===== config.mk =====
export PLATFORM = sky130hd
export DESIGN_NAME = i2c_master_bit_engine
export DESIGN_NICKNAME = d
export VERILOG_FILES = /design/src/hw/rtl/i2cmbe_pkg.sv /design/src/hw/rtl/i2cmbe_queue.sv /design/src/hw/rtl/i2cmbe_front.sv /design/src/hw/rtl/i2cmbe_back.sv /design/src/hw/rtl/i2c_master_bit_engine.sv
export SDC_FILE = /design/constraint.sdc
export NUM_CORES = 1
export LEC_CHECK = 0
export ABC_AREA = 0
export BUFFER_PORTS_ARGS = -buffer_cell sky130_fd_sc_hd__clkbuf_2
export CAP_MARGIN = 10
export CORE_MARGIN = 2
export CORE_UTILIZATION = 49
export CTS_BUF_LIST = sky130_fd_sc_hd__clkbuf_4
export DETAILED_ROUTE_END_ITERATION = 10
export GPL_ROUTABILITY_DRIVEN = 0
export PLACE_DENSITY = 0.68
export SETUP_SLACK_MARGIN = 0.15
export SYNTH_ARGS = -nofsm -noshare
export SYNTH_HDL_FRONTEND = slang
export SYNTH_SLANG_ARGS = --single-unit

===== constraint.sdc =====
create_clock -name clk -period 7.7 [get_ports clk]
set_input_delay 0.77 -clock clk [delete_from_list [all_inputs] [get_ports clk]]
set_output_delay 0.77 -clock clk [all_outputs]
set_load 0.01 [all_outputs]

===== src/hw/rtl/i2cmbe_pkg.sv =====
package i2cmbe_pkg;

    localparam int IN_W        = 16;
    localparam int OUT_W       = 16;
    localparam int HOLD_W      = 8;
    localparam int QUEUE_DEPTH = 2;

    localparam logic [HOLD_W-1:0] HOLD_RESET = 8'd2;

    // raw mode codes on the input beat
    localparam logic [2:0] MODE_START = 3'd1;
    localparam logic [2:0] MODE_STOP  = 3'd2;
    localparam logic [2:0] MODE_WRITE = 3'd3;
    localparam logic [2:0] MODE_READ  = 3'd4;

    typedef enum logic [2:0] {
        CMD_NONE,
        CMD_START,
        CMD_STOP,
        CMD_WRITE,
        CMD_READ
    } cmd_t;

    // one classified tick as it sits in the queue
    typedef struct packed {
        cmd_t       cmd;
        logic [7:0] tx_byte;
        logic       send_ack;
        logic       sda_in;
    } tick_t;

endpackage


===== src/hw/rtl/i2cmbe_queue.sv =====
module i2cmbe_queue #(
    parameter int WIDTH = 1,
    parameter int DEPTH = i2cmbe_pkg::QUEUE_DEPTH
) (
    input  logic             clk,
    input  logic             rst_n,
    input  logic             in_valid,
    output logic             in_ready,
    input  logic [WIDTH-1:0] in_data,
    output logic             out_valid,
    input  logic             out_ready,
    output logic [WIDTH-1:0] out_data
);

    localparam int PW = (DEPTH > 1) ? $clog2(DEPTH) : 1;
    localparam int CW = $clog2(DEPTH + 1);
    localparam logic [PW-1:0] LAST_PTR = PW'(DEPTH - 1);
    localparam logic [CW-1:0] FULL_CNT = CW'(DEPTH);

    logic [WIDTH-1:0] entry_reg [DEPTH];
    logic [PW-1:0]    wr_ptr_reg, wr_ptr_next;
    logic [PW-1:0]    rd_ptr_reg, rd_ptr_next;
    logic [CW-1:0]    count_reg, count_next;
    logic             push, pop;

    assign in_ready  = (count_reg != FULL_CNT);
    assign out_valid = (count_reg != '0);
    assign out_data  = entry_reg[rd_ptr_reg];
    assign push      = in_valid && in_ready;
    assign pop       = out_valid && out_ready;

    always_comb
    begin
        wr_ptr_next = wr_ptr_reg;
        rd_ptr_next = rd_ptr_reg;
        count_next  = count_reg;
        if (push)
        begin
            wr_ptr_next = (wr_ptr_reg == LAST_PTR) ? '0 : wr_ptr_reg + PW'(1);
        end
        if (pop)
        begin
            rd_ptr_next = (rd_ptr_reg == LAST_PTR) ? '0 : rd_ptr_reg + PW'(1);
        end
        if (push && !pop)
        begin
            count_next = count_reg + CW'(1);
        end
        else if (pop && !push)
        begin
            count_next = count_reg - CW'(1);
        end
    end

    always_ff @(posedge clk or negedge rst_n)
    begin
        if (!rst_n)
        begin
            wr_ptr_reg <= '0;
            rd_ptr_reg <= '0;
            count_reg  <= '0;
        end
        else
        begin
            wr_ptr_reg <= wr_ptr_next;
            rd_ptr_reg <= rd_ptr_next;
            count_reg  <= count_next;
        end
    end

    always_ff @(posedge clk)
    begin
        if (push)
        begin
            entry_reg[wr_ptr_reg] <= in_data;
        end
    end

endmodule


===== src/hw/rtl/i2cmbe_front.sv =====
module i2cmbe_front (
    input  logic                            s_tvalid,
    output logic                            s_tready,
    input  logic [i2cmbe_pkg::IN_W-1:0]     s_tdata,
    output logic                            push_valid,
    input  logic                            push_ready,
    output i2cmbe_pkg::tick_t               push_tick
);

    logic [2:0] mode;

    assign mode       = s_tdata[2:0];
    assign push_valid = s_tvalid;
    assign s_tready   = push_ready;

    always_comb
    begin
        push_tick.tx_byte  = s_tdata[10:3];
        push_tick.send_ack = s_tdata[11];
        push_tick.sda_in   = s_tdata[12];
        // unknown modes behave as a plain tick
        unique case (mode)
            i2cmbe_pkg::MODE_START: push_tick.cmd = i2cmbe_pkg::CMD_START;
            i2cmbe_pkg::MODE_STOP:  push_tick.cmd = i2cmbe_pkg::CMD_STOP;
            i2cmbe_pkg::MODE_WRITE: push_tick.cmd = i2cmbe_pkg::CMD_WRITE;
            i2cmbe_pkg::MODE_READ:  push_tick.cmd = i2cmbe_pkg::CMD_READ;
            default:                push_tick.cmd = i2cmbe_pkg::CMD_NONE;
        endcase
    end

endmodule


===== src/hw/rtl/i2cmbe_back.sv =====
module i2cmbe_back (
    input  logic                              clk,
    input  logic                              rst_n,
    input  logic                              cfg_we,
    input  logic [i2cmbe_pkg::HOLD_W-1:0]     cfg_wdata,
    input  logic                              tick_valid,
    output logic                              tick_ready,
    input  i2cmbe_pkg::tick_t                 tick,
    output logic                              m_tvalid,
    input  logic                              m_tready,
    output logic [i2cmbe_pkg::OUT_W-1:0]      m_tdata
);

    typedef enum logic [2:0] {
        OPN_IDLE,
        OPN_START,
        OPN_STOP,
        OPN_WRITE,
        OPN_READ_ACK,
        OPN_READ_NACK
    } op_t;

    typedef enum logic [2:0] {
        ACT_SDA0,
        ACT_SDA1,
        ACT_SCL0,
        ACT_SCL1,
        ACT_DLY,
        ACT_SDABIT,
        ACT_SDAACK,
        ACT_SCL0S
    } act_t;

    // line action at a given step of the current segment
    function automatic act_t seg_act(op_t op, logic trailer, logic [2:0] ph);
        act_t a;
        a = ACT_SDA1;
        unique case (op)
            OPN_START:
            begin
                unique case (ph)
                    3'd0:    a = ACT_SDA1;
                    3'd1:    a = ACT_SCL1;
                    3'd2:    a = ACT_SDA0;
                    3'd3:    a = ACT_DLY;
                    default: a = ACT_SCL0;
                endcase
            end
            OPN_STOP:
            begin
                unique case (ph)
                    3'd0:    a = ACT_SDA0;
                    3'd1:    a = ACT_SCL0;
                    3'd2:    a = ACT_SCL1;
                    3'd3:    a = ACT_DLY;
                    default: a = ACT_SDA1;
                endcase
            end
            OPN_WRITE:
            begin
                if (trailer)
                begin
                    unique case (ph)
                        3'd0:    a = ACT_SDA1;
                        3'd1:    a = ACT_DLY;
                        3'd2:    a = ACT_SCL1;
                        3'd3:    a = ACT_DLY;
                        3'd4:    a = ACT_SCL0S;
                        default: a = ACT_SCL0;
                    endcase
                end
                else
                begin
                    unique case (ph)
                        3'd0:    a = ACT_SDABIT;
                        3'd1:    a = ACT_SCL1;
                        3'd2:    a = ACT_DLY;
                        default: a = ACT_SCL0;
                    endcase
                end
            end
            OPN_READ_ACK, OPN_READ_NACK:
            begin
                unique case (ph)
                    3'd0:    a = trailer ? ACT_SDAACK : ACT_SDA1;
                    3'd1:    a = ACT_DLY;
                    3'd2:    a = ACT_SCL1;
                    3'd3:    a = ACT_DLY;
                    default: a = trailer ? ACT_SCL0 : ACT_SCL0S;
                endcase
            end
            default: a = ACT_SDA1;
        endcase
        return a;
    endfunction

    function automatic logic [2:0] seg_last(op_t op, logic trailer);
        logic [2:0] l;
        unique case (op)
            OPN_WRITE: l = trailer ? 3'd5 : 3'd3;
            default:   l = 3'd4;
        endcase
        return l;
    endfunction

    op_t                          op_reg, op_next;
    logic [2:0]                   phase_reg, phase_next;
    logic [3:0]                   bit_reg, bit_next;
    logic [7:0]                   shift_reg, shift_next;
    logic [i2cmbe_pkg::HOLD_W-1:0] wait_reg, wait_next;
    logic [i2cmbe_pkg::HOLD_W-1:0] hold_reg;
    logic                         scl_reg, scl_next;
    logic                         sda_reg, sda_next;
    logic                         ack_reg, ack_next;
    logic                         out_valid_reg, out_valid_next;
    logic [i2cmbe_pkg::OUT_W-1:0] out_data_reg, out_data_next;

    op_t        op_c;
    logic [2:0] ph_c, ph_x, ph_adv;
    logic [3:0] bi_c;
    act_t       act_a, act_x;
    logic       busy, done, was_read, step;

    assign step       = tick_valid && (!out_valid_reg || m_tready);
    assign tick_ready = !out_valid_reg || m_tready;
    assign m_tvalid   = out_valid_reg;
    assign m_tdata    = out_data_reg;

    always_comb
    begin
        op_c       = op_reg;
        ph_c       = phase_reg;
        bi_c       = bit_reg;
        shift_next = shift_reg;
        wait_next  = wait_reg;
        scl_next   = scl_reg;
        sda_next   = sda_reg;
        ack_next   = ack_reg;
        busy       = 1'b0;
        done       = 1'b0;
        was_read   = 1'b0;
        ph_x       = ph_c;
        ph_adv     = ph_c;
        act_a      = ACT_SDA1;
        act_x      = ACT_SDA1;

        // a new command is taken only while idle
        if (op_reg == OPN_IDLE)
        begin
            ph_c = 3'd0;
            unique case (tick.cmd)
                i2cmbe_pkg::CMD_START:
                begin
                    op_c      = OPN_START;
                    bi_c      = 4'd8;
                    wait_next = '0;
                end
                i2cmbe_pkg::CMD_STOP:
                begin
                    op_c      = OPN_STOP;
                    bi_c      = 4'd8;
                    wait_next = '0;
                end
                i2cmbe_pkg::CMD_WRITE:
                begin
                    op_c       = OPN_WRITE;
                    bi_c       = 4'd0;
                    shift_next = tick.tx_byte;
                    wait_next  = '0;
                end
                i2cmbe_pkg::CMD_READ:
                begin
                    op_c       = tick.send_ack ? OPN_READ_ACK : OPN_READ_NACK;
                    bi_c       = 4'd0;
                    shift_next = '0;
                    wait_next  = '0;
                end
                default:
                begin
                    op_c = OPN_IDLE;
                    bi_c = bit_reg;
                end
            endcase
        end

        op_next    = op_c;
        phase_next = ph_c;
        bit_next   = bi_c;

        if (op_c != OPN_IDLE)
        begin
            busy     = 1'b1;
            was_read = (op_c == OPN_READ_ACK) || (op_c == OPN_READ_NACK);
            act_a    = seg_act(op_c, bi_c[3], ph_c);
            if (act_a == ACT_DLY && wait_next != '0)
            begin
                wait_next = wait_next - i2cmbe_pkg::HOLD_W'(1);
            end
            else
            begin
                // an expired delay falls through to the action behind it
                ph_x  = (act_a == ACT_DLY) ? ph_c + 3'd1 : ph_c;
                act_x = seg_act(op_c, bi_c[3], ph_x);
                unique case (act_x)
                    ACT_SDA0:   sda_next = 1'b0;
                    ACT_SDA1:   sda_next = 1'b1;
                    ACT_SCL0:   scl_next = 1'b0;
                    ACT_SCL1:   scl_next = 1'b1;
                    ACT_SDABIT: sda_next = shift_next[3'd7 - bi_c[2:0]];
                    ACT_SDAACK: sda_next = (op_c == OPN_READ_NACK);
                    ACT_SCL0S:
                    begin
                        if (bi_c[3])
                        begin
                            ack_next = tick.sda_in;
                        end
                        else
                        begin
                            shift_next = {shift_next[6:0], tick.sda_in};
                        end
                        scl_next = 1'b0;
                    end
                    default: ;
                endcase

                if (ph_x >= seg_last(op_c, bi_c[3]))
                begin
                    if (bi_c[3])
                    begin
                        op_next    = OPN_IDLE;
                        phase_next = 3'd0;
                        bit_next   = 4'd0;
                        done       = 1'b1;
                    end
                    else
                    begin
                        bit_next   = bi_c + 4'd1;
                        phase_next = 3'd0;
                    end
                end
                else
                begin
                    ph_adv     = ph_x + 3'd1;
                    phase_next = ph_adv;
                end

                if (!done && seg_act(op_c, bit_next[3], phase_next) == ACT_DLY)
                begin
                    wait_next = hold_reg;
                end
            end
        end

        out_valid_next = step || (out_valid_reg && !m_tready);
        out_data_next  = {3'b000, ack_next,
                          (done && was_read) ? shift_next : 8'h00,
                          done, busy, sda_next, scl_next};
    end

    always_ff @(posedge clk or negedge rst_n)
    begin
        if (!rst_n)
        begin
            op_reg        <= OPN_IDLE;
            phase_reg     <= '0;
            bit_reg       <= '0;
            shift_reg     <= '0;
            wait_reg      <= '0;
            scl_reg       <= 1'b1;
            sda_reg       <= 1'b1;
            ack_reg       <= 1'b1;
            hold_reg      <= i2cmbe_pkg::HOLD_RESET;
            out_valid_reg <= 1'b0;
        end
        else
        begin
            if (cfg_we)
            begin
                hold_reg <= cfg_wdata;
            end
            out_valid_reg <= out_valid_next;
            if (step)
            begin
                op_reg    <= op_next;
                phase_reg <= phase_next;
                bit_reg   <= bit_next;
                shift_reg <= shift_next;
                wait_reg  <= wait_next;
                scl_reg   <= scl_next;
                sda_reg   <= sda_next;
                ack_reg   <= ack_next;
            end
        end
    end

    always_ff @(posedge clk)
    begin
        if (step)
        begin
            out_data_reg <= out_data_next;
        end
    end

endmodule


===== src/hw/rtl/i2c_master_bit_engine.sv =====
// I2C master line engine. Every input beat is one tick of bus time and yields
// exactly one output beat with the SCL/SDA drive levels (1 = released), busy,
// a done pulse, the received byte (on the done tick of a read, else 0) and the
// last write ACK. Commands (start, stop, write byte, read byte with ACK/NACK)
// are ignored while an operation runs; each delay holds the lines for
// hold_ticks ticks, set through cfg_we/cfg_wdata. The user must write it
// only while the engine is idle; the block itself does not enforce this.
// Throughput is one beat per clock while neither side stalls: the line
// sequencer does a whole tick at once, and a small queue in front of it and
// its output register, both of which each beat passes, let the sides stall independently.
module i2c_master_bit_engine #(
    parameter int QUEUE_DEPTH = i2cmbe_pkg::QUEUE_DEPTH
) (
    input  logic                              clk,
    input  logic                              rst_n,
    input  logic                              s_tvalid,
    output logic                              s_tready,
    // [2:0] mode, [10:3] tx_byte, [11] send_ack, [12] sda_in
    input  logic [i2cmbe_pkg::IN_W-1:0]       s_tdata,
    output logic                              m_tvalid,
    input  logic                              m_tready,
    // [0] scl_level, [1] sda_level, [2] busy_res, [3] done_res,
    // [11:4] rx_byte, [12] ack_bit
    output logic [i2cmbe_pkg::OUT_W-1:0]      m_tdata,
    input  logic                              cfg_we,
    input  logic [i2cmbe_pkg::HOLD_W-1:0]     cfg_wdata
);

    localparam int TW = $bits(i2cmbe_pkg::tick_t);

    logic              push_valid, push_ready;
    i2cmbe_pkg::tick_t push_tick;
    logic              pop_valid, pop_ready;
    logic [TW-1:0]     pop_data;

    i2cmbe_front u_front (
        .s_tvalid   (s_tvalid),
        .s_tready   (s_tready),
        .s_tdata    (s_tdata),
        .push_valid (push_valid),
        .push_ready (push_ready),
        .push_tick  (push_tick)
    );

    i2cmbe_queue #(
        .WIDTH (TW),
        .DEPTH (QUEUE_DEPTH)
    ) u_queue (
        .clk       (clk),
        .rst_n     (rst_n),
        .in_valid  (push_valid),
        .in_ready  (push_ready),
        .in_data   (push_tick),
        .out_valid (pop_valid),
        .out_ready (pop_ready),
        .out_data  (pop_data)
    );

    i2cmbe_back u_back (
        .clk        (clk),
        .rst_n      (rst_n),
        .cfg_we     (cfg_we),
        .cfg_wdata  (cfg_wdata),
        .tick_valid (pop_valid),
        .tick_ready (pop_ready),
        .tick       (i2cmbe_pkg::tick_t'(pop_data)),
        .m_tvalid   (m_tvalid),
        .m_tready   (m_tready),
        .m_tdata    (m_tdata)
    );

endmodule


# Word-level counts from Yosys, hierarchy flattened
# Memory sizes are Yosys's and may differ from the RTL's.
# Index checks and enable logic that the tools add are counted.
# Widths: inputs -> output; s select.
word_totals:
  ff_bits: 55
  latch_bits: 0
  mem_bits_rw: 26
  mem_bits_ro: 0
  output_inout_bits: 18
  elab_cells: 188
  mem_count: 1
op_classes:
  addsub: 9
  mul: 0
  div: 0
  order_cmp: 2
  eq_ne: 34
  n_shift: 0
  mux: 94
  bitwise: 0
  n_reduce_logical: 33
memory_table:
  columns: ["memory", "words", "width", "read_ports", "rd_clocked_by_memory_dff", "wr", "line_no", "rtl"]
  rows:
  - ["u_queue.entry_reg", 2, 13, 1, 0, 1, "i2cmbe_queue.sv:20", "logic [WIDTH-1:0] entry_reg [DEPTH];"]
op_table:
  columns: ["operator", "count"]
  rows:
  - ["$pmux 3 s4", 14]
  - ["$mux 3", 28]
  - ["$mux 8", 10]
  - ["$pmux 3 s3", 6]
  - ["$eq 3x2->1 const B", 14]
  - ["$eq 3x3->1 const B", 12]
  - ["$mux 4", 7]
  - ["$mux 1", 22]
  - ["$eq 3x1->1 const B", 7]
  - ["$pmux 8 s2", 1]
  - ["$logic_not 3->1", 5]
  - ["$reduce_or 2->1", 7]
  - ["$logic_and 1x1->1", 8]
  - ["$pmux 4 s2", 1]
  - ["$reduce_bool 8->1", 1]
  - ["$sub 8x1->8 const B", 1]
  - ["$add 3x1->3 const B", 2]
  - ["$logic_not 1->1", 5]
  - ["$add 4x1->4 const B", 1]
  - ["$lt 3x4->1 const B", 1]
  - ["$mux 2", 2]
  - ["$pmux 1 s4", 1]
  - ["$reduce_bool 2->1", 2]
  - ["$reduce_or 4->1", 1]
  - ["other kinds (10)", 13]

# Longest topological paths before layout
# Gate-level depths: netlist of run 1.
# An unclocked memory read counts as a cell.
depth:
  ltp_word: 29
  depth_mapped: 27
  depth_no_buf: 25

# By module
# Synthesis of run 1 repeated with hierarchy kept, for this count alone.
hier_totals:
  hier_cells: 535
  hier_area_um2: 5157.4
by_module_without_submodules:
  columns: ["module", "n_inst", "cells_per_inst", "area_each_um2", "seq_area_each_um2"]
  rows:
  - ["i2cmbe_back", 1, 462, 3892.5, 1346.3]
  - ["i2cmbe_queue", 1, 58, 1144.8, 880.8]
  - ["i2cmbe_front", 1, 15, 120.1, 0.0]

# Worst setup path after synthesis of run 1
# Ideal clock, no wire load.
synth_timing:
  path_type: "register -> register"
  from: "register u_back.op_reg[0]"
  to: "register u_back.out_data_reg (netlist bit u_back.m_tdata[12]), data pin"
  setup_time_ns: 0.262
  arrival_time_ns: 4.836
  path_slack_ns: 2.602
  path_stages_with_launch: 26
  path_buffers: 3
  synth_period_minus_slack_ns: 5.098
  cell_sequence: "dfrtp_1 -> buf_2 -> or3_1 -> buf_2 -> nand2_1 -> inv_1 -> ha_1 -> ha_1 -> nor2_1 -> nand2_1 -> a211o_1 -> o2111ai_1 -> o211a_1 -> nor2_2 -> a21oi_1 -> inv_1 -> ha_1 -> ha_1 -> buf_1 -> nor2b_1 -> o211ai_1 -> mux2i_1 -> o32ai_2 -> o21ai_1 -> nor4_1 -> mux2_1"
synth_via:
  elab_chain_len: 21
synth_lines:
  columns: ["item", "line_no", "rtl"]
  rows:
  - ["from (decl)", "i2cmbe_back.sv:106", "op_t op_reg, op_next;"]
  - ["from (signal assigned)", "i2cmbe_back.sv:284", "op_reg <= op_next;"]
  - ["$logic_not 3->1", "i2cmbe_back.sv:148", "if (op_reg == OPN_IDLE)"]
  - ["$mux 3", "i2cmbe_back.sv:148", null]
  - ["$eq 3x1->1 / $eq 3x2->1 (equally long branches)", null, null]
  - ["$reduce_or 2->1 (no source line)", null, null]
  - ["$pmux 3 s4", "i2cmbe_back.sv:63", "unique case (ph)"]
  - ["$mux 3", "i2cmbe_back.sv:61", "if (trailer)"]
  - ["$pmux 3 s4", "i2cmbe_back.sv:38", "unique case (op)"]
  - ["$mux 3", "i2cmbe_back.sv:190", "if (op_c != OPN_IDLE)"]
  - ["[... 6 more ...]", null, null]
  - ["$pmux 3 s4", "i2cmbe_back.sv:38", null]
  - ["$mux 3", "i2cmbe_back.sv:195", "if (act_a == ACT_DLY && wait_next != '0)"]
  - ["$mux 3", "i2cmbe_back.sv:190", null]
  - ["$eq 3x3->1", "i2cmbe_back.sv:204", "unique case (act_x)"]
  - ["$mux 1", "i2cmbe_back.sv:204", null]
  - ["$mux 1", "i2cmbe_back.sv:195", null]
  - ["$mux 1 *", "i2cmbe_back.sv:190", null]
  - ["named net u_back.ack_next", "i2cmbe_back.sv:114", "logic ack_reg, ack_next;"]
  - ["to (signal assigned)", "i2cmbe_back.sv:300", "out_data_reg <= out_data_next;"]
  - ["to (decl)", "i2cmbe_back.sv:116", "logic [i2cmbe_pkg::OUT_W-1:0] out_data_reg, out_data_next;"]
# Mark *: on every way through the listed nets, which the timed path passes. The rest lies on a longest branch. The select of a mux whose other input is x is not followed.
# A chain may end at the register's enable or synchronous reset.

# Final worst setup path of run 1
layout_timing:
  from: "register u_queue.rd_ptr_reg"
  to: "register u_back.out_data_reg (netlist bit u_back.m_tdata[12]), data pin"
layout_via:
  elab_chain_len: 22
layout_lines:
  columns: ["item", "line_no", "rtl"]
  rows:
  - ["from (decl)", "i2cmbe_queue.sv:22", "logic [PW-1:0] rd_ptr_reg, rd_ptr_next;"]
  - ["from (signal assigned)", "i2cmbe_queue.sv:66", "rd_ptr_reg <= rd_ptr_next;"]
  - ["$mem_v2 2x13 *", null, null]
  - ["$eq 3x2->1 (tied with other cells)", "i2cmbe_back.sv:151", "unique case (tick.cmd)"]
  - ["$reduce_or 2->1 (no source line)", null, null]
  - ["$pmux 4 s2", "i2cmbe_back.sv:151", null]
  - ["$mux 4", "i2cmbe_back.sv:148", null]
  - ["$mux 3 (on tied branches)", "i2cmbe_back.sv:89, i2cmbe_back.sv:85", null]
  - ["$pmux 3 s3", "i2cmbe_back.sv:84", "unique case (ph)"]
  - ["$pmux 3 s4", "i2cmbe_back.sv:38", null]
  - ["[... 7 more ...]", null, null]
  - ["$pmux 3 s4", "i2cmbe_back.sv:38", null]
  - ["$mux 3", "i2cmbe_back.sv:195", null]
  - ["$mux 3", "i2cmbe_back.sv:190", null]
  - ["$eq 3x3->1", "i2cmbe_back.sv:204", null]
  - ["$mux 1", "i2cmbe_back.sv:204", null]
  - ["$mux 1", "i2cmbe_back.sv:195", null]
  - ["$mux 1 *", "i2cmbe_back.sv:190", null]
  - ["named net u_back.ack_next", "i2cmbe_back.sv:114", null]
# Marked as above.

==> results of run 1 <==
## metal layers
layer	track usage, %	share of wire [%]	vias to the layer above
met3	3.918	4.7	23
met5	0	0	-
li1	-	-	2193
met4	7.967	1.8	0
met2	39.20	49	161
met1	30.88	44	2249
## final timing paths
kind | slack (ns) | startpoint | depth (start not counted) | to
worst max-delay path | 1.39 | u_queue.rd_ptr_reg$_DFFE_PN0P_ | 18 | u_back.m_tdata[12]$_DFFE_PP_
worst min-delay path | 0.48 | rst_n | 1 | u_back.bit_reg[3]$_DFFE_PN0P_
worst max register to register | 1.39 | u_queue.rd_ptr_reg$_DFFE_PN0P_ | 18 | u_back.m_tdata[12]$_DFFE_PP_
worst min register to register | 0.51 | u_queue.wr_ptr_reg$_DFFE_PN0P_ | 1 | u_queue.wr_ptr_reg$_DFFE_PN0P_
max in group asynchronous | 6.52 | rst_n | 1 | u_back.hold_reg[3]$_DFFE_PN0P_
min in group clk | 0.48 | s_tdata[11] | 1 | u_queue.entry_reg[0][1]$_DFFE_PP_
## cell families after synthesis
group	count (synthesis)	share of synthesized area, %
buf+inv	45	3.795
xor+xnor	8	1.569
other cells	1	0.07021
flops	81	41.70
simple gates	207	19.42
compound gates	177	24.08
mux	26	5.200
fa+ha+maj	18	4.170
## final cells by class
type | count | area, sq um
repair buffers | 42 | 215.2
clock buffers | 9 | 67.56
well taps | 140 | 175.2
flip-flops and latches | 81 | 2227
inverters | 19 | 71.32
fillers | 1011 | 4989
clock inverters | 7 | 81.33
multi-input cells | 439 | 2919
## cells in the final DEF, fill, tap and decap left out, types with 8 or more instances in the layout
cell,synthesis,layout
a211oi_1,8,8
a21oi_1,36,36
a31oi_1,8,8
and3_1,10,10
clkbuf_2,0,40
clkbuf_4,0,9
dfrtp_1,38,38
edfxtp_1,39,39
ha_1,17,17
inv_1,18,18
mux2_2,10,10
mux2i_1,12,12
nand2_1,62,62
nand3_1,20,20
nor2_1,50,50
nor3_1,12,12
o21ai_0,31,31
o21ai_1,9,9
## critical path, delay by kind of cell (launching register included)
family          cells  cell delay, ns
simple gates        7            2.24
fa+ha+maj           2            0.51
buf+inv             1            0.14
flops               1            1.07
mux                 2            0.51
compound gates      6            1.60
## stage by stage
stage / setup slack (ns) / hold slack, ns / std cells
6_report: 1.390 / 0.4831 / 737
2_1_floorplan: 2.602 / 0.4554 / 565
4_1_cts: 1.465 / 0.4653 / 737
5_1_grt: 0.9500 / 0.4500 / 737
3_5_place_dp: 1.491 / 0.4776 / 721
3_3_place_gp: 1.681 / 0.4749 / 721
## cell usage after synthesis, types with 5 or more instances
library cell  count
nand4_1           5
mux2_2           10
mux2i_1          12
nor2b_1           5
inv_1            18
or3_1             5
o211ai_1          5
o31ai_1           5
a21oi_1          36
nand2_1          62
buf_4             5
a211oi_1          8
o21ai_0          31
o21ai_1           9
a32o_1            5
and3_1           10
clkbuf_1         12
a31oi_1           8
buf_2             6
dfrtp_1          38
xnor2_1           5
nor4_1            5
nor3_1           12
edfxtp_1         39
nand2b_1          5
ha_1             17
nand3_1          20
and2_1            5
nor2_1           50
==> summary.md, run 1 <==
| Metric | Value |
|---|---|
| # diodes | 0 |
| Port Buf Inserts | 40 |
| Crit path required time | 7.94 ns |
| H-tree depth | 3 |
| CORE AREA | 10,750 sq um |
| Number of synthesized flops with an enable pin | 39 |
| CTS clk-pin slew, worst paths | ~0.16 ns |
| Post-CTS Setup Bufs | 0 |
| Pin count of the biggest net entering global routing | 43 |
| Worst-skew pair later-pin latency | 0.47 ns |
| Top post-synthesis cells by area | edfxtp_1 (22%), dfrtp_1 (18%), nand2_1 (4.4%) |
| Layout area overhead | 7.777% |
| Final Util | 53.57% |
| Fin. Hold Viols | 0 |
| Site Rows | 38 |
| DRT iter0 DRCs | 286 |
| Arr. time, crit path | about 6.6 ns |
| Die Area | 11,750 sq um |
| Sequential area share after synthesis | 41.70% |
| Tmin final | 6.310 ns |
| Root Buffer Master | clkbuf_4 |
| Post-synthesis cell type count | 92 |
| Via-to-Cell Ratio | 6.277 |
| Initial Util | approximately 50% |
| CP Cell Sequence | or4b_1 > a21oi_2 > or2_2 > or3_1 > o211a_1 > nor2_2 > nor2_1 > a21oi_1 > inv_1 > ha_1 > ha_1 > nor2b_1 > o211ai_1 > mux2i_1 > o32ai_2 > o21ai_1 > nor4_1 > mux2_1 |
| Final Max Tran Viols | 0 |
| Worst-Margin Slew | around 1.1 ns |
| Crit-path most repeated cell | ha_1 |
| Vias in the first global route | 4,405 |
| Final TNS setup | 0 ns |
| Fin crit share | 81.95% |
| Clock skew | between 0.02 and 0.025 ns |
| Startpoint Class | flip-flop |
| Critical Path Sink Type | flip-flop |
| Hold buffer count at cts | 0 |
| Mapped Cells | about 560 |
| Antenna violations before repair | 0 |
| Area share of the largest cell type after synthesis | between 20 and 25% |
| Nets | 638 |
| Total CTS buffers | 9 |
| # setup viols final | 0 |
| Gr usage total | 23.44% |
| Share of cells above drive strength 1 | 15.91% |
| Hold Path Class | input port to asynchronous set/reset pin |
| Die H | between 100 and 150 um |
| Max reg flops | 26 |
| Chip width | about 110 um |
| Primary FF master, synth | edfxtp_1 |
| Drt first pass iters | 5 |
| Cts repair resizes | 0 |
| Fin area | approximately 5800 sq um |
| Syn. warnings | 0 |
| # DRC | 0 |
| Antenna Nets Post-Route | 0 |
| Vias | around 4,600 |
| Worst Path Class, Setup | flip-flop to flip-flop |
| Routed wire length | about 13,000 um |
| #FFs+latches synth | 81 |
| Clock Sinks | 81 |
| HPWL Detailed | 9440 um |
| Longest Clk Path Bufs | 2 |
| Fraction of registers with async set/reset | 51.85% |
| Headroom to the max-slew limit | 25.18% |
| RSZ-0062 raised after global routing | no |
| MaxCap Viol Count | 0 |
| Maximum fanout along the worst path | 26 |
| Post-DP Area | 5608 sq um |
| Max stage delay on crit path | 1.07 ns |
| Fmax | 0.1585 GHz |
| WL/cell | between 15 and 20 um |
| Synth area leader | edfxtp_1 |
| First-pass GRT wire length | 21,480 um |
| Status | finished, final reports clean |
| I/O pin count | 47 |
| Slowest CP cell | dfrtp_1 |
| Cell area after synthesis | 5341 sq um |
| Syn avg cell area | around 9.5 sq um |
| Congestion Overflow GR | 0 |
| CTS tree | yes |
Power of run 1 is not shown: default switching activity piles up to over one toggle a cycle in this logic, so the estimate is an artifact.
==> run 2: changes to the inputs <==
- clock period: 7.7 -> 6 ns (I/O delays scaled with it)
==> run 2 against run 1 <==
Die area unchanged. First-iteration DRC count fell by 1.0%. Critical endpoint unchanged. Via count about the same. Clock-buffer cell count is the same. Sequential share of layout area fell by 0.90 points. Cell count is 1.5% higher. Global-route usage shrank 0.20 points.
==> summary.md, run 2 (same netlist as run 1, synthesis figures left out) <==
| Metric | Value |
|---|---|
| Final Max Tran Viols | 0 |
| Startpoint Class | flip-flop |
| Chip width | ~110 um |
| Clock skew | between 0.02 and 0.025 ns |
| Crit path required time | 6.23 ns |
| Arr. time, crit path | roughly 5.9 ns |
| Fin crit share | 93.63% |
| CTS tree | yes |
| Share of cells above drive strength 1 | 19.24% |
| Vias in the first global route | 4,415 |
| Fillers | 991 |
| I/O pin count | 47 |
| Final TNS setup | 0 ns |
| MaxCap Viol Count | 0 |
| Longest Clk Path Bufs | 2 |
| CTS clk-pin slew, worst paths | approximately 0.15 ns |
| Worst-Margin Slew | ~1.1 ns |
| First-pass GRT wire length | approximately 21,000 um |
| Status | finished, final reports clean |
| # DRC | 0 |
| CORE AREA | 10,750 sq um |
| Drt first pass iters | 5 |
| Max reg flops | 26 |
| Total CTS buffers | 9 |
| Pin count of the biggest net entering global routing | 43 |
| Most common cell after layout, fill and taps aside | nand2_1 |
| Maximum fanout along the worst path | 8 |
| Hold buffer count at cts | 0 |
| DRT iter0 DRCs | between 200 and 300 |
| Site Rows | 38 |
| HPWL Detailed | about 9500 um |
| Root Buffer Master | clkbuf_4 |
| Worst-skew pair later-pin latency | 0.46 ns |
| Worst Path Class, Setup | flip-flop to flip-flop |
| Fmax | 0.1780 GHz |
| Via-to-Cell Ratio | between 6 and 7 |
| Die Area | ~12,000 sq um |
| H-tree depth | 3 |
| Headroom to the max-slew limit | 27.49% |
| Nets | between 600 and 700 |
| Port Buf Inserts | 40 |
| # setup viols final | 0 |
| WL/cell | about 17 um |
| Most frequent cells in the layout | nand2_1 (61), nor2_1 (48), clkbuf_2 (40) |
| Die H | 108.4 um |
| Clock Sinks | 81 |
| RSZ-0062 raised after global routing | no |
| Layout area overhead | 10.47% |
| Initial Util | 49.71% |
| # diodes | 0 |
| Gr usage total | 23.24% |
| Fin. Hold Viols | 0 |
| Critical Path Sink Type | flip-flop |
| Antenna violations before repair | 0 |
| Hold Path Class | input port to asynchronous set/reset pin |
| Vias | roughly 4,600 |
| Routed wire length | 13,070 um |
| Antenna Nets Post-Route | 0 |
| Congestion Overflow GR | 0 |
| Tmin final | 5.618 ns |
[run 2: final cells by class]
cell class                 instances  area [sq um]  share of cell area [%]
sequential                        81          2230                   37.79
inverter                          19         71.32                   1.209
clock inverter                     7         81.33                   1.378
multi-input combinational        439          2978                   50.47
tap                              140         175.2                   2.969
clock buffer                       9         67.56                   1.145
timing repair buffer              53         297.8                   5.047
[run 2: per-stage QoR]
step           instance area (sq um)  util (%)  setup slack (ns)  hold slack (ns)  cells
2_1_floorplan                   5349         -            0.9023           0.3044    565
3_3_place_gp                    5668     52.75            0.4136           0.4765    729
3_5_place_dp                    5668     52.75            0.3569           0.4796    729
4_1_cts                         5817     54.13            0.2494           0.3121    745
5_1_grt                         5901     54.91            0.1330           0.3032    748
6_report                        5901     54.91            0.3819           0.3243    748
[run 2: critical path: stages (launching register included)]
cell and delay, ns:
dfrtp_2 0.50, or3_1 0.47, nand2_1 0.21, inv_1 0.13, ha_1 0.21, ha_1 0.24, nor2_1 0.15, nand2_1 0.09
a211o_1 0.23, o2111ai_1 0.15, o211a_1 0.30, nor2_2 0.13, a21oi_2 0.22, inv_1 0.11, ha_1 0.22, ha_1 0.24
nor2b_1 0.15, o211ai_1 0.17, mux2i_1 0.13, o32ai_2 0.40, o21ai_1 0.22, nor4_1 0.36, mux2_1 0.35
[run 2: path summary, 6_finish.rpt]
path                                            startpoint                                end  slack (ns)  depth (start not counted)
max                           u_back.op_reg[2]$_DFFE_PN0P_       u_back.m_tdata[12]$_DFFE_PP_        0.38                         22
min                                                  rst_n     u_back.wait_reg[1]$_DFFE_PN0P_        0.32                          1
max reg2reg                   u_back.op_reg[2]$_DFFE_PN0P_       u_back.m_tdata[12]$_DFFE_PP_        0.38                         22
min reg2reg                u_back.shift_reg[4]$_DFFE_PN0P_    u_back.shift_reg[4]$_DFFE_PN0P_        0.51                          2
max in group asynchronous                            rst_n     u_queue.rd_ptr_reg$_DFFE_PN0P_        4.95                          1
min in group clk                                s_tdata[3]  u_queue.entry_reg[0][2]$_DFFE_PP_        0.33                          1
[run 2: per-layer routing]
metal | wire (um) | track usage, %
met5 | 0 | 0
met1 | 5710 | 30.85
met2 | 6313 | 37.23
met3 | 676 | 3.858
met4 | 371 | 10.71
[run 2: what timing repair did]
item	CTS	global route
gates resized for setup	0	15
buffers inserted	0	3
setup endpoints to repair	0	15
Power of run 2 is left out for the same reason.
==> run 3: changes to the inputs <==
- ABC_AREA: 0 -> 1
- PLACE_DENSITY: 0.68 -> 0.72
==> run 3 against run 2 <==
Register-to-register slack better by 0.46 ns. Largest cell class unchanged. Non-clock buffer count is 11 lower. Flip-flop and latch count stayed put.
==> summary.md, run 3 <==
| Metric | Value |
|---|---|
| Status | finished, final reports clean |
| MaxCap Viol Count | 0 |
| Pin count of the biggest net entering global routing | 43 |
| Final TNS setup | 0 ns |
| Most frequent cells in the layout | nand2_1 (138), inv_1 (72), nor2_1 (65) |
| Fmax | 0.1939 GHz |
| Startpoint Class | flip-flop |
| Fin crit share | 85.97% |
| Crit path required time | 6.29 ns |
| Gr usage total | 20.48% |
| Reg2reg path depth | 30 |
| # setup viols final | 0 |
| Critical Path Sink Type | flip-flop |
| Metal-1 WL | 4865 um |
| WL/cell | 13.36 um |
| Vias in the first global route | between 4,000 and 5,000 |
| Clock Sinks | 81 |
| Layout area overhead | 9.649% |
| Fin. Hold Viols | 0 |
| Most frequent cells after synthesis | nand2_1 (138), inv_1 (72), nor2_1 (65) |
| Mapped Cells | 620 |
| Nets | between 700 and 800 |
| CTS clk-pin slew, worst paths | between 0.1 and 0.15 ns |
| Number of synthesized flops with an enable pin | 39 |
| Headroom to the max-slew limit | roughly a quarter |
| Drt first pass iters | 5 |
| First-pass GRT wire length | 18,520 um |
| Slowest CP cell | dfrtp_2 |
| Chip width | around 110 um |
| Die Area | 11,090 sq um |
| Met2 routed WL | 5036 um |
| H-tree depth | 3 |
| Final Max Tran Viols | 0 |
| Max stage delay on crit path | 0.56 ns |
| Most common cell after layout, fill and taps aside | nand2_1 |
| Clock skew | 0.01223 ns |
| Area share of the largest cell type after synthesis | a little under a quarter |
| Worst-Margin Slew | 1.115 ns |
| Top post-synthesis cells by area | edfxtp_1 (23%), dfrtp_1 (19%), nand2_1 (10%) |
| WL met3 | between 400 and 500 um |
| Primary FF master, synth | edfxtp_1 |
| FF+latch area | 2228 sq um |
| Initial Util | 51.00% |
| Via-to-Cell Ratio | 5.390 |
| Site Rows | 36 |
| Root Buffer Master | clkbuf_4 |
| Antenna Nets Post-Route | 0 |
| Fillers | just under 900 |
| I/O pin count | 47 |
| HPWL Detailed | 7845 um |
| Routed wire length | around 11,000 um |
| Longest Clk Path Bufs | 2 |
| Worst-skew pair later-pin latency | about 0.44 ns |
| # diodes | 0 |
| Total CTS buffers | 9 |
| Maximum fanout along the worst path | 15 |
| Die H | ~110 um |
| Synth area leader | edfxtp_1 |
| Arr. time, crit path | 5.45 ns |
| Cell area after synthesis | 5031 sq um |
| Syn. warnings | 0 |
| Tmin final | about 5.2 ns |
| CTS tree | yes |
| DRT iter0 DRCs | roughly 260 |
| Sequential area share after synthesis | 44.27% |
| Post-CTS Setup Bufs | 0 |
| # DRC | 0 |
| Worst Path Class, Setup | flip-flop to flip-flop |
| Antenna violations before repair | 0 |
| Max reg flops | 26 |
| Hold Path Class | input port to asynchronous set/reset pin |
| Multi-input gate area | ~2400 sq um |
| Post-synthesis cell type count | 47 |
| Fraction of registers with async set/reset | 51.85% |
| Vias | 4,285 |
| Crit-path most repeated cell | nand2_1 |
| Top sig layer | met4 |
| Share of cells above drive strength 1 | 18.13% |
| Congestion Overflow GR | 0 |
| Port Buf Inserts | 40 |
| Count leader, synth | nand2_1 |
| CORE AREA | 9864 sq um |
| Syn avg cell area | slightly above 8 sq um |
| RSZ-0062 raised after global routing | no |
| #FFs+latches synth | 81 |
run 3: layout make-up:
type,count,area share (%)
multi-input cells,438,43.62
flip-flops and latches,81,40.39
inverters,85,5.784
repair buffers,42,3.901
well taps,133,3.017
clock inverters,6,1.928
clock buffers,10,1.361
run 3: final timing paths:
kind	startpoint	slack (ns)	to
hold reg to reg	u_back.wait_reg[4]$_DFFE_PN0P_	0.49	u_back.wait_reg[4]$_DFFE_PN0P_
setup reg to reg	u_queue.rd_ptr_reg$_DFFE_PN0P_	0.84	u_back.wait_reg[2]$_DFFE_PN0P_
setup / recovery	u_queue.rd_ptr_reg$_DFFE_PN0P_	0.84	u_back.wait_reg[2]$_DFFE_PN0P_
min in group clk	s_tdata[10]	0.35	u_queue.entry_reg[0][9]$_DFFE_PP_
max in group asynchronous	rst_n	4.92	u_queue.rd_ptr_reg$_DFFE_PN0P_
hold / removal	rst_n	0.35	u_back.wait_reg[0]$_DFFE_PN0P_
run 3: critical path, delay by kind of cell (launching register included):
family / cells / cell delay, ns
fa+ha+maj: 1 / 0.23
buf+inv: 5 / 0.76
xor+xnor: 1 / 0.34
compound gates: 8 / 1.23
simple gates: 15 / 1.88
flops: 1 / 0.56
run 3: per-layer routing:
layer | global-route usage (%) | vias to the layer above
met5 | 0 | -
met4 | 9.905 | 0
met3 | 2.907 | 27
met2 | 33.09 | 120
met1 | 27.04 | 2007
li1 | - | 2131
run 3: through the flow:
step	hold WS, ns	setup WS [ns]	std cells	utilization, %	area [sq um]
after floorplan	0.3044	1.885	622	-	5039
after global placement	0.4564	0.9253	779	54.07	5334
after detailed placement	0.4662	0.7817	779	54.07	5334
after CTS	0.3195	0.7678	795	55.91	5515
after global routing	0.3232	0.3281	795	55.92	5517
final	0.3452	0.8415	795	55.92	5517
run 3: logic make-up after synthesis:
family / synth area share, %
and+or+nand+nor: 28.23
AOI/OAI and AO/OA: 12.01
DFF: 44.27
buffers and inverters: 8.132
muxes: 1.318
xor gates and xnor gates: 1.741
other: 0.07454
adders and majority gates: 4.228
run 3: timing repair:
action | in CTS | in global routing
endpoints found under the hold margin | 0 | 0
endpoints found under the setup margin | 0 | 4
hold buffers | 0 | 0
resized for setup | 0 | 1
Power of run 3 is left out for the same reason.
